File: src/hw/rtl/trst_pkg.sv
`default_nettype none

package trst_pkg;

	localparam int SLOTS        = 16;
	localparam int SLOT_W       = (SLOTS > 1) ? $clog2(SLOTS) : 1;
	localparam int RESULT_LIMIT = 32;
	localparam int CNT_W        = $clog2(RESULT_LIMIT + 1);

	localparam logic [15:0] CBS_RESET = 16'd256;

	typedef enum logic [1:0] {
		OP_CREATE = 2'd0,
		OP_DELETE = 2'd1,
		OP_ENUM   = 2'd2,
		OP_NONE   = 2'd3
	} opcode_t;

	typedef enum logic [1:0] {
		STAT_DONE      = 2'd0,
		STAT_FULL      = 2'd1,
		STAT_NOT_FOUND = 2'd2
	} status_t;

	typedef enum logic [2:0] {
		S_IDLE,
		S_CREATE,
		S_DEL_SEEK,
		S_DEL_CMP,
		S_ENUM_SEEK,
		S_ENUM_CTRL,
		S_ENUM_STACK,
		S_ACK
	} state_t;

	typedef struct packed {
		logic    load;
		logic    seek;
		logic    advance;
		logic    create_wr;
		logic    del_clr;
		logic    emit_ack;
		status_t ack_status;
		logic    emit_ctrl;
		logic    emit_stack;
		logic    stack_last;
	} cmd_t;

	typedef struct packed {
		logic key_zero;
		logic full;
		logic found;
		logic budget_ok;
		logic key_match;
		logic scan_top;
		logic more;
	} sts_t;

	// Lowest set bit of v, as {found, index}.
	function automatic logic [SLOT_W:0] first_set(input logic [SLOTS-1:0] v);
		logic [SLOT_W:0] r;
		r = '0;
		for (int i = SLOTS - 1; i >= 0; i--) begin
			if (v[i]) begin
				r = {1'b1, SLOT_W'(i)};
			end
		end
		return r;
	endfunction

endpackage

`default_nettype wire

File: src/hw/rtl/thread_region_slot_table_top.sv
// Sequence: create and the unused opcode pass through S_CREATE or S_ACK; a delete
// alternates S_DEL_SEEK and S_DEL_CMP per occupied slot compared, ending on a hit, on the
// top slot or with no occupied slot left; a key of zero ends in S_DEL_SEEK. Enumerate runs
// S_ENUM_SEEK, S_ENUM_CTRL and S_ENUM_STACK per pair; an empty one ends in S_ENUM_SEEK.
// One item at a time: busy drops when the final beat is shown; the receiver cannot stall.
// Reset: all slots empty, control block size 256, no beat pending.
`default_nettype none

module thread_region_slot_table_top (
	input  wire logic        clk,
	input  wire logic        arst_n,
	input  wire logic        start,
	input  wire logic [1:0]  opcode,
	input  wire logic [31:0] thread_addr,
	input  wire logic [31:0] stack_addr,
	input  wire logic [31:0] stack_bytes,
	input  wire logic [7:0]  region_capacity,
	input  wire logic        cfg_we,
	input  wire logic [15:0] cfg_wdata,
	output logic             busy,
	output logic             strobe,
	output logic [31:0]      region_addr,
	output logic [31:0]      region_size,
	output logic             region_valid,
	output logic [7:0]       region_count,
	output logic [1:0]       status,
	output logic             last
);

	trst_pkg::cmd_t cmd;
	trst_pkg::sts_t sts;

	trst_ctrl u_ctrl (
		.clk    (clk),
		.arst_n (arst_n),
		.start  (start),
		.opcode (opcode),
		.sts    (sts),
		.cmd    (cmd),
		.busy   (busy)
	);

	trst_dp u_dp (
		.clk             (clk),
		.arst_n          (arst_n),
		.cmd             (cmd),
		.sts             (sts),
		.thread_addr     (thread_addr),
		.stack_addr      (stack_addr),
		.stack_bytes     (stack_bytes),
		.region_capacity (region_capacity),
		.cfg_we          (cfg_we),
		.cfg_wdata       (cfg_wdata),
		.strobe          (strobe),
		.region_addr     (region_addr),
		.region_size     (region_size),
		.region_valid    (region_valid),
		.region_count    (region_count),
		.status          (status),
		.last            (last)
	);

endmodule

`default_nettype wire

File: src/hw/rtl/trst_ctrl.sv
`default_nettype none

module trst_ctrl (
	input  wire logic          clk,
	input  wire logic          arst_n,
	input  wire logic          start,
	input  wire logic [1:0]    opcode,
	input  wire trst_pkg::sts_t sts,
	output trst_pkg::cmd_t     cmd,
	output logic               busy
);

	trst_pkg::state_t state_q;
	trst_pkg::state_t state_d;

	always_ff @(posedge clk or negedge arst_n) begin
		if (!arst_n) begin
			state_q <= trst_pkg::S_IDLE;
		end else begin
			state_q <= state_d;
		end
	end

	assign busy = (state_q != trst_pkg::S_IDLE);

	always_comb begin
		state_d = state_q;
		unique case (state_q)
			trst_pkg::S_IDLE: begin
				if (start) begin
					unique case (trst_pkg::opcode_t'(opcode))
						trst_pkg::OP_CREATE: state_d = trst_pkg::S_CREATE;
						trst_pkg::OP_DELETE: state_d = trst_pkg::S_DEL_SEEK;
						trst_pkg::OP_ENUM:   state_d = trst_pkg::S_ENUM_SEEK;
						trst_pkg::OP_NONE:   state_d = trst_pkg::S_ACK;
					endcase
				end
			end
			trst_pkg::S_CREATE: state_d = trst_pkg::S_IDLE;
			trst_pkg::S_DEL_SEEK: begin
				if (!sts.key_zero && sts.found) begin
					state_d = trst_pkg::S_DEL_CMP;
				end else begin
					state_d = trst_pkg::S_IDLE;
				end
			end
			trst_pkg::S_DEL_CMP: begin
				if (sts.key_match || sts.scan_top) begin
					state_d = trst_pkg::S_IDLE;
				end else begin
					state_d = trst_pkg::S_DEL_SEEK;
				end
			end
			trst_pkg::S_ENUM_SEEK: begin
				if (sts.found && sts.budget_ok) begin
					state_d = trst_pkg::S_ENUM_CTRL;
				end else begin
					state_d = trst_pkg::S_IDLE;
				end
			end
			trst_pkg::S_ENUM_CTRL: state_d = trst_pkg::S_ENUM_STACK;
			trst_pkg::S_ENUM_STACK: begin
				if (sts.more) begin
					state_d = trst_pkg::S_ENUM_SEEK;
				end else begin
					state_d = trst_pkg::S_IDLE;
				end
			end
			trst_pkg::S_ACK: state_d = trst_pkg::S_IDLE;
			default: state_d = trst_pkg::S_IDLE;
		endcase
	end

	always_comb begin
		cmd            = '0;
		cmd.ack_status = trst_pkg::STAT_DONE;
		unique case (state_q)
			trst_pkg::S_IDLE: begin
				cmd.load = start;
			end
			trst_pkg::S_CREATE: begin
				// A zero key finds a free slot but leaves it empty.
				cmd.create_wr  = !sts.full && !sts.key_zero;
				cmd.emit_ack   = 1'b1;
				cmd.ack_status = sts.full ? trst_pkg::STAT_FULL : trst_pkg::STAT_DONE;
			end
			trst_pkg::S_DEL_SEEK: begin
				if (sts.key_zero) begin
					// A zero key matches the lowest empty slot, which stays empty.
					cmd.emit_ack   = 1'b1;
					cmd.ack_status = sts.full ? trst_pkg::STAT_NOT_FOUND
					                          : trst_pkg::STAT_DONE;
				end else if (sts.found) begin
					cmd.seek = 1'b1;
				end else begin
					cmd.emit_ack   = 1'b1;
					cmd.ack_status = trst_pkg::STAT_NOT_FOUND;
				end
			end
			trst_pkg::S_DEL_CMP: begin
				if (sts.key_match) begin
					cmd.del_clr  = 1'b1;
					cmd.emit_ack = 1'b1;
				end else if (sts.scan_top) begin
					cmd.emit_ack   = 1'b1;
					cmd.ack_status = trst_pkg::STAT_NOT_FOUND;
				end else begin
					cmd.advance = 1'b1;
				end
			end
			trst_pkg::S_ENUM_SEEK: begin
				if (sts.found && sts.budget_ok) begin
					cmd.seek = 1'b1;
				end else begin
					// Nothing fits: the empty marker beat.
					cmd.emit_ack = 1'b1;
				end
			end
			trst_pkg::S_ENUM_CTRL: begin
				cmd.emit_ctrl = 1'b1;
			end
			trst_pkg::S_ENUM_STACK: begin
				cmd.emit_stack = 1'b1;
				cmd.stack_last = !sts.more;
				cmd.advance    = sts.more;
			end
			trst_pkg::S_ACK: begin
				cmd.emit_ack = 1'b1;
			end
			default: begin
				cmd.ack_status = trst_pkg::STAT_DONE;
			end
		endcase
	end

endmodule

`default_nettype wire

File: src/hw/rtl/trst_dp.sv
`default_nettype none

module trst_dp (
	input  wire logic        clk,
	input  wire logic        arst_n,
	input  wire trst_pkg::cmd_t cmd,
	output trst_pkg::sts_t   sts,
	input  wire logic [31:0] thread_addr,
	input  wire logic [31:0] stack_addr,
	input  wire logic [31:0] stack_bytes,
	input  wire logic [7:0]  region_capacity,
	input  wire logic        cfg_we,
	input  wire logic [15:0] cfg_wdata,
	output logic             strobe,
	output logic [31:0]      region_addr,
	output logic [31:0]      region_size,
	output logic             region_valid,
	output logic [7:0]       region_count,
	output logic [1:0]       status,
	output logic             last
);

	logic [31:0] key_q;
	logic [31:0] saddr_q;
	logic [31:0] sbytes_q;
	logic [7:0]  cap_q;
	logic [15:0] cbs_q;

	logic [trst_pkg::SLOTS-1:0]  occ_q;
	logic [trst_pkg::SLOT_W-1:0] scan_q;
	logic [trst_pkg::CNT_W-1:0]  n_q;

	logic [31:0] thread_mem [trst_pkg::SLOTS];
	logic [31:0] saddr_mem  [trst_pkg::SLOTS];
	logic [31:0] sbytes_mem [trst_pkg::SLOTS];
	logic [31:0] rd_thread_q;
	logic [31:0] rd_saddr_q;
	logic [31:0] rd_sbytes_q;

	logic [trst_pkg::SLOTS-1:0]  ge_mask;
	logic [trst_pkg::SLOTS-1:0]  gt_mask;
	logic [trst_pkg::SLOT_W:0]   seek_res;
	logic [trst_pkg::SLOT_W:0]   free_res;
	logic [trst_pkg::SLOT_W-1:0] seek_idx;
	logic [trst_pkg::SLOT_W-1:0] free_idx;
	logic [8:0]                  n9;
	logic [8:0]                  cap9;
	logic [8:0]                  limit9;

	always_comb begin
		for (int i = 0; i < trst_pkg::SLOTS; i++) begin
			ge_mask[i] = (trst_pkg::SLOT_W'(i) >= scan_q);
			gt_mask[i] = (trst_pkg::SLOT_W'(i) > scan_q);
		end
	end

	assign seek_res = trst_pkg::first_set(occ_q & ge_mask);
	assign free_res = trst_pkg::first_set(~occ_q);
	assign seek_idx = seek_res[trst_pkg::SLOT_W-1:0];
	assign free_idx = free_res[trst_pkg::SLOT_W-1:0];

	assign n9     = 9'(n_q);
	assign cap9   = {1'b0, cap_q};
	assign limit9 = 9'(trst_pkg::RESULT_LIMIT);

	assign sts.key_zero  = (key_q == 32'd0);
	assign sts.full      = &occ_q;
	assign sts.found     = seek_res[trst_pkg::SLOT_W];
	assign sts.budget_ok = ((n9 + 9'd1) < cap9) && ((n9 + 9'd2) <= limit9);
	assign sts.key_match = (rd_thread_q == key_q);
	assign sts.scan_top  = (scan_q == trst_pkg::SLOT_W'(trst_pkg::SLOTS - 1));
	// Checked while the stack beat goes out; the count does not yet include it, so the bounds add it.
	assign sts.more      = (|(occ_q & gt_mask)) && ((n9 + 9'd2) < cap9)
	                       && ((n9 + 9'd3) <= limit9);

	always_ff @(posedge clk) begin
		if (cmd.load) begin
			key_q    <= thread_addr;
			saddr_q  <= stack_addr;
			sbytes_q <= stack_bytes;
			cap_q    <= region_capacity;
		end
	end

	always_ff @(posedge clk or negedge arst_n) begin
		if (!arst_n) begin
			cbs_q <= trst_pkg::CBS_RESET;
		end else if (cfg_we) begin
			cbs_q <= cfg_wdata;
		end
	end

	always_ff @(posedge clk) begin
		if (cmd.create_wr) begin
			thread_mem[free_idx] <= key_q;
			saddr_mem[free_idx]  <= saddr_q;
			sbytes_mem[free_idx] <= sbytes_q;
		end
		if (cmd.seek) begin
			rd_thread_q <= thread_mem[seek_idx];
			rd_saddr_q  <= saddr_mem[seek_idx];
			rd_sbytes_q <= sbytes_mem[seek_idx];
		end
	end

	always_ff @(posedge clk or negedge arst_n) begin
		if (!arst_n) begin
			occ_q  <= '0;
			scan_q <= '0;
			n_q    <= '0;
		end else begin
			if (cmd.create_wr) begin
				occ_q[free_idx] <= 1'b1;
			end else if (cmd.del_clr) begin
				occ_q[scan_q] <= 1'b0;
			end

			if (cmd.load) begin
				scan_q <= '0;
			end else if (cmd.seek) begin
				scan_q <= seek_idx;
			end else if (cmd.advance) begin
				scan_q <= scan_q + 1'b1;
			end

			if (cmd.load) begin
				n_q <= '0;
			end else if (cmd.emit_ctrl || cmd.emit_stack) begin
				n_q <= n_q + 1'b1;
			end
		end
	end

	always_ff @(posedge clk or negedge arst_n) begin
		if (!arst_n) begin
			strobe <= 1'b0;
		end else begin
			strobe <= cmd.emit_ack || cmd.emit_ctrl || cmd.emit_stack;
		end
	end

	always_ff @(posedge clk) begin
		priority if (cmd.emit_ctrl) begin
			region_addr  <= rd_thread_q;
			region_size  <= {16'd0, cbs_q};
			region_valid <= 1'b1;
			region_count <= 8'(n_q) + 8'd1;
			status       <= trst_pkg::STAT_DONE;
			last         <= 1'b0;
		end else if (cmd.emit_stack) begin
			region_addr  <= rd_saddr_q;
			region_size  <= rd_sbytes_q;
			region_valid <= 1'b1;
			region_count <= 8'(n_q) + 8'd1;
			status       <= trst_pkg::STAT_DONE;
			last         <= cmd.stack_last;
		end else begin
			region_addr  <= 32'd0;
			region_size  <= 32'd0;
			region_valid <= 1'b0;
			region_count <= 8'd0;
			status       <= cmd.ack_status;
			last         <= 1'b1;
		end
	end

endmodule

`default_nettype wire

File: config.mk
export PLATFORM = sky130hd
export DESIGN_NAME = thread_region_slot_table_top
export DESIGN_NICKNAME = d
export VERILOG_FILES = /design/src/hw/rtl/trst_pkg.sv /design/src/hw/rtl/thread_region_slot_table_top.sv /design/src/hw/rtl/trst_ctrl.sv /design/src/hw/rtl/trst_dp.sv
export SDC_FILE = /design/constraint.sdc
export NUM_CORES = 2
export LEC_CHECK = 0
export BUFFER_PORTS_ARGS = -buffer_cell sky130_fd_sc_hd__buf_2
export CAP_MARGIN = 0
export CORE_UTILIZATION = 58
export CTS_BUF_LIST = sky130_fd_sc_hd__clkbuf_4
export CTS_CLUSTER_DIAMETER = 120
export CTS_CLUSTER_SIZE = 10
export DETAILED_ROUTE_END_ITERATION = 7
export HOLD_SLACK_MARGIN = 0.15
export PLACE_DENSITY = 0.74
export SYNTH_ARGS = -nofsm -noshare
export SYNTH_HDL_FRONTEND = slang
export SYNTH_SLANG_ARGS = --single-unit
export TNS_END_PERCENT = 10
File: constraint.sdc
create_clock -name clk -period 22.9 [get_ports clk]
set_input_delay 0 -clock clk [delete_from_list [all_inputs] [get_ports clk]]
set_output_delay 0 -clock clk [all_outputs]
set_load 0.05 [all_outputs]
# Yosys cells after proc, flatten, opt, wreduce, memory -nomap -nowiden

Memory sizes are Yosys's and may differ from the RTL's. A register that Yosys moved wholly into a read port is not among the register bits.
Cells that the tools add are included.
W data, S select, Z words.

Bits in registers: 226
Bits in writable memories: 1536
Memories kept: 3

Memory list:

| name            | words | width | rd ports | clocked after Yosys merged registers in | wr ports | RTL line      | source |
|---|---|---|---|---|---|---|---|
| u_dp.saddr_mem  | 16    | 32    | 1        | 1                                       | 1        | trst_dp.sv:34 | `logic [31:0] saddr_mem [trst_pkg::SLOTS];` |
| u_dp.sbytes_mem | 16    | 32    | 1        | 1                                       | 1        | trst_dp.sv:35 | `logic [31:0] sbytes_mem [trst_pkg::SLOTS];` |
| u_dp.thread_mem | 16    | 32    | 1        | 1                                       | 1        | trst_dp.sv:33 | `logic [31:0] thread_mem [trst_pkg::SLOTS];` |

$add $sub $neg: 6
Order comparisons: 40
Eq/ne operators: 13
Muxes and demuxes: 83
Bitwise logic cells: 7
Reductions and logical operators: 27

Operators with widths:

| operator              | number |
|---|---|
| $mux W5               | 16 |
| $mux W4               | 19 |
| $mux W16              | 4 |
| $mux W32              | 2 |
| $and A16 B16 Y16      | 3 |
| $eq A32 B32 Y1        | 1 |
| $ge A4 B4 Y1 const A  | 8 |
| $gt A4 B4 Y1 const A  | 8 |
| $logic_not A32 Y1     | 1 |
| $not A16 Y16          | 2 |
| $pmux W3 S7           | 1 |
| $mux W1               | 19 |
| $le A9 B6 Y1 const B  | 2 |
| $lt A9 B8 Y1          | 2 |
| $mux W3               | 6 |
| $ge A3 B4 Y1 const A  | 4 |
| $gt A3 B4 Y1 const A  | 4 |
| $mux W8               | 2 |
| $or A16 B16 Y16       | 1 |
| $reduce_and A16 Y1    | 1 |
| $reduce_or A16 Y1     | 1 |
| $add A6 B1 Y7 const B | 2 |
| $add A6 B2 Y7 const B | 2 |
| $eq A3 B3 Y1 const B  | 4 |
| 30 further kinds      | 61 |

# Longest topological paths before layout

Depth after elaboration: 23
Depth in mapped cells: 15

# Hierarchy

A second synthesis with hierarchy kept.

Cell total of the unflattened synthesis: 3947
Area, all modules: 70644.0 um^2

By module, submodules not included:

| module    | times used | cells an instance | area an instance (um^2) | sequential area each (um^2) |
|---|---|---|---|---|
| trst_dp   | 1          | 3895              | 70171.0                 | 54708.7 |
| trst_ctrl | 1          | 52                | 473.0                   | 75.1 |

# Worst setup path before layout

OpenSTA, ideal clock, no wires.

Path kind: register to register
From: register u_dp.key_q[24]
To: memory u_dp.saddr_mem[13][0] (enable)
Setup time: 668 ps
Data arrival time: 8428 ps
Required time: 22232 ps
Path slack: 13804 ps
Cell stages (with the launch flop): 9
Buffers on the path: 1
Period minus slack after synthesis: 9096 ps
Cells stage by stage: edfxtp_1 > nor4_1 > nand4_1 > nor2_1 > or2_2 > or3_1 > or2_2 > clkbuf_1 > nor3_1

Cells in the longest elaborated chain, start to end: 6

Ends and longest elaborated chain:

| what                          | RTL line        | source |
|---|---|---|
| from (decl)                   | trst_dp.sv:23   | `logic [31:0] key_q;` |
| from (signal assigned)        | trst_dp.sv:78   | `key_q <= thread_addr;` |
| $logic_not A32 Y1             | trst_dp.sv:66   | `assign sts.key_zero = (key_q == 32'd0);` |
| $logic_not A1 Y1              | trst_ctrl.sv:83 | `cmd.create_wr = !sts.full && !sts.key_zero;` |
| $logic_and A1 B1 Y1           | trst_ctrl.sv:83 |  |
| $mux W1                       | trst_ctrl.sv:77 | `unique case (state_q)` |
| $mux W1                       | trst_dp.sv:94   | `if (cmd.create_wr) begin` |
| $mux W1 (not written as such) | trst_dp.sv:96   | `saddr_mem[free_idx] <= saddr_q;` |
| to (decl)                     | trst_dp.sv:34   |  |

No other way between the ends.

# Final worst setup path

From: register u_dp.scan_q[1] in the netlist's numbering
To: register u_dp.rd_thread_q[5], read port of u_dp.thread_mem (data pin)

Cells in the longest elaborated chain, start to end: 21
Elaborated cells on any way between the ends: 38
Classes of those cells: 16 x order compare; 20 x mux; 1 x bitwise; 1 x reduce/logical

Ends and longest elaborated chain:

| what                                           | RTL line                          | source |
|---|---|---|
| from (decl)                                    | trst_dp.sv:30                     | `logic [trst_pkg::SLOT_W-1:0] scan_q;` |
| from (signal assigned)                         | trst_dp.sv:121                    | `scan_q <= seek_idx;` |
| from (signal assigned)                         | trst_dp.sv:123                    | `scan_q <= scan_q + 1'b1;` |
| $ge A4 B4 Y1                                   | trst_dp.sv:52                     | `ge_mask[i] = (trst_pkg::SLOT_W'(i) >= scan_q);` |
| $and A16 B16 Y16 (*)                           | trst_dp.sv:57                     | `assign seek_res = trst_pkg::first_set(occ_q & ge_mask);` |
| $mux W5 (15 in series)                         | trst_pkg.sv:64                    | `if (v[i]) begin` |
| $mux W5 (*)                                    | trst_pkg.sv:64                    |  |
| $mux W1 or $logic_and A1 B1 Y1 (tied branches) | trst_ctrl.sv:93, trst_ctrl.sv:112 |  |
| $mux W1, on equally long branches              | trst_ctrl.sv:88, trst_ctrl.sv:112 |  |
| $pmux W1 S2                                    | trst_ctrl.sv:77                   |  |
| to (decl)                                      | trst_dp.sv:36                     | `logic [31:0] rd_thread_q;` |

Every way passes the cells marked *; elsewhere a longest branch is shown, timed or not.
A chain may end at the register's enable or synchronous reset.

==> results.py <==
metrics = {
    "status": {
        "status": "complete, no violations",
    },
    "clock_network": {
        "insertion_delay_ns": 1.30,
        "cts_buffers": 203,
        "clk_pin_slew_ns": 0.15,
        "cts_setup_buffers": 0,
        "h-tree-depth": 4,
        "cts_tree": "done",
        "clock_sink_count": 1857,
        "cts_root_buffer": "clkbuf_4",
        "clockBufferDepth": 3,
    },
    "die": {
        "io_pins": 204,
        "floorplan.initialDensity_pct": 58.79,
        "fp.dieW_um": 351.4,
        "rows": 127,
        "dieArea_um2": 123500,
        "dieHeight_um": 351.4,
        "core_area_um2": 120400,
    },
    "timing": {
        "hold_ws_ns": 0.3733,
        "fmax_ghz": 0.1513,
        "setup_violations": 0,
        "finClkSkew_ns": 0.1321,
        "maxSlewViolCount": 0,
        "fin_crit_ns": 6.610,
        "finalCritPeriodShare_pct": 28.87,
        "rsz0062_at_grt": "no",
        "tightest_slew_ns": 1.265,
        "hold_viol_final": 0,
        "fin_setup_tns_ns": 0,
        "slew_headroom_pct": 15.68,
    },
    "power_and_ir_drop": {
        "power_w": 0.007761,
        "power_density_nw_per_um2": 97.16,
        "p_leak_nw": 25.91,
        "ir_worst_vdd_v": 0.0001058,
    },
    "route": {
        "drcViolationCount": 0,
        "routed_wirelength_mm": 182.2,
        "drt-wirelength-per-cell_um": 28.75,
        "drtIter0Drc": 5288,
        "vias_per_cell": 6.331,
        "num_vias": 40138,
        "antenna_left": 0,
        "drtPass1Iterations": 5,
    },
    "final_layout": {
        "final_cells": 6340,
        "area_growth_pct": 12.80,
        "fill_cells": 8071,
        "layout.area.seq_um2": 54780,
        "drive_gt1_share_pct": 14.52,
        "final_nets": 4728,
        "multi_input_area_um2": 14830,
    },
    "hold_path": {
        "hold_depth": 6,
        "hold_path.class": "in -> reg",
    },
    "critical_path": {
        "cp-start-kind": "register",
        "cp-end-kind": "register",
        "cp.required_ns": 23.85,
        "worstRegToRegCells": 10,
        "r2r_slack_ns": 16.29,
        "crit_arrival_ns": 7.56,
        "crit_path_max_fanout": 144,
        "path_class": "reg -> reg",
    },
    "synthesis": {
        "synthArstFlopShare_pct": 2.477,
        "synth_edf_count": 1736,
        "yosys_register_bits": 1857,
        "synth_top_area_share_pct": 73.62,
        "yosysWarnings": 0,
        "ys_seq_area_share_pct": 77.37,
        "synth_ff_type": "edfxtp_1",
        "syn_nets": 4120,
        "synth_area_um2": 70810,
        "syn_avg_cell_area_um2": 17.85,
        "synth.largest_area_cell": "edfxtp_1",
        "synth_cell_types": 73,
        "synth.area.top_cells": "edfxtp_1 (74%), mux2i_1 (9.5%), o22ai_1 (2.6%), dfxtp_1 (2.1%), a211oi_1 (2.1%)",
        "syn_inst": 3967,
    },
    "grt": {
        "grt-busiest-layer": "met2",
        "grt_max_degree": 145,
        "grt_use_met3_pct": 6.129,
        "grt_use_met2_pct": 46.45,
        "antenna_found_initial": 5,
        "grt_pass1_wl_mm": 259.9,
        "grtUsageTotal_pct": 29.44,
        "use_met1_pct": 40.48,
        "first_global_vias": 39193,
        "gr-total-overflow": 0,
    },
    "placed_design": {
        "place.gp.congestion": 0.8678,
        "place_inst": 5607,
        "port_buffers": 202,
        "dpl.hpwl_mm": 89.62,
    },
    "run": {
        "max_cap_viol_count": 0,
    },
}
[cells in the mapped netlist (7+ instances only)]
library cell,number
buf_6,32
edfxtp_1,1736
or3_1,7
o22ai_1,291
o21ai_0,31
dfrtp_1,45
nand2_1,39
buf_1,13
dfxtp_1,75
mux2_2,16
and3_1,103
clkbuf_1,132
nor2_1,54
buf_2,56
a22o_1,48
a31oi_1,9
and2_1,20
a21oi_1,22
buf_4,11
nand3_1,13
nor3_1,16
nand4_1,19
inv_1,31
nor4_1,12
or4_1,96
ha_1,27
o31ai_1,8
nor2b_1,10
a21o_1,11
xnor2_1,37
mux2i_1,674
a211oi_1,195
nand2b_1,14
[stage by stage]
step                      setup slack, ns  util (%)  area [µm²]
final                               16.29     66.31       79870
after global routing                16.04     66.31       79870
after CTS                           16.37     66.28       79840
after detailed placement            16.53     60.90       73350
after global placement              16.74     60.90       73350
after floorplan                     13.80         -       70810
[per-layer routing]
layer / vias to the layer above / share of wire, %
li1: 17264 / -
met1: 20191 / 39
met2: 2300 / 47
met3: 379 / 10
met4: 4 / 3.5
met5: - / 0.013
[worst paths after layout]
| check | startpoint | endpoint |
|---|---|---|
| worst max-delay path | u_dp.scan_q[1]$_DFFE_PN0P_ | u_dp.rd_thread_q[5]$_DFFE_PP_ |
| worst min-delay path | start | u_dp.scan_q[1]$_DFFE_PN0P_ |
| worst max register to register | u_dp.scan_q[1]$_DFFE_PN0P_ | u_dp.rd_thread_q[5]$_DFFE_PP_ |
| worst min register to register | u_dp.rd_sbytes_q[30]$_DFFE_PP_ | u_dp.region_size[30]$_SDFF_PP0_ |
| max in group asynchronous | arst_n | u_dp.cbs_q[12]$_DFFE_PN0P_ |
| min in group asynchronous | arst_n | u_dp.cbs_q[8]$_DFFE_PN1P_ |
[cells by family (layout without fill, tap and decap cells)]
logic type               count (synthesis)  in the layout  synth area share [%]
other                                    1              5              0.005296
XOR/XNOR                                41             41                0.5071
AND/OR/NAND/NOR                        415            415                 3.476
flip-flops                            1857           1857                 77.37
AO/OA/AOI/OAI                          658            658                 6.416
multiplexers                           690            690                 9.782
buffers and inverters                  278           1035                 1.972
adder cells (fa/ha/maj)                 27             27                0.4771
[registers in the layout, summed over array words and instances, names as in the netlist, 2 cells and up]
name,flops
u_ctrl.state_q,3
u_dp.cap_q,8
u_dp.cbs_q,16
u_dp.key_q,32
u_dp.n_q,6
u_dp.occ_q,16
u_dp.rd_saddr_q,32
u_dp.rd_sbytes_q,32
u_dp.rd_thread_q,32
u_dp.region_addr,32
u_dp.region_count,7
u_dp.region_size,32
u_dp.saddr_mem,512
u_dp.saddr_q,32
u_dp.sbytes_mem,512
u_dp.sbytes_q,32
u_dp.scan_q,4
u_dp.status,2
u_dp.thread_mem,512
[repair_timing]
action | in CTS | in global routing
hold buffers | 374 | 0
gates resized for setup | 0 | 0
hold endpoints to repair | 238 | 0
[worst max-delay path: stages (launching register included)]
cell and delay (ns):
dfrtp_1 0.70, ha_1 0.37, nor2b_2 0.10, a311oi_1 0.57, a221o_4 0.78, and2_4 0.76, buf_12 0.77, buf_4 0.99
mux2i_1 0.31, a211oi_1 0.11, or4_1 0.54
[power breakdown]
group          internal (W)  switching, W  total, W
Combinational      0.000518      0.000998   0.00152
Clock              0.000709       0.00106   0.00177
Sequential          0.00419      0.000285   0.00447
[final cells by class]
cell class | instances | area share (%)
repair buffers | 648 | 6.723
clock inverters | 13 | 0.2099
clock buffers | 341 | 3.205
well taps | 1612 | 2.525
inverters | 33 | 0.1676
diodes | 4 | 0.01253
multi-input cells | 1832 | 18.57
flip-flops and latches | 1857 | 68.59
[cell usage in the layout, fill, tap and decap left out, types with 18 or more instances in the layout]
cell type / count
edfxtp_1: 1736
inv_1: 30
o22ai_1: 291
xnor2_1: 37
a211oi_1: 195
nand4_1: 19
clkbuf_4: 341
and3_1: 102
dfrtp_1: 45
or4_1: 96
dfxtp_1: 75
a22o_1: 48
o21ai_0: 31
dlygate4sd3_1: 373
buf_4: 68
ha_1: 27
nor2_1: 42
and2_1: 18
mux2i_1: 674
nand2_1: 37
buf_2: 202
a21oi_1: 22
(Power assumes the default switching activity.)
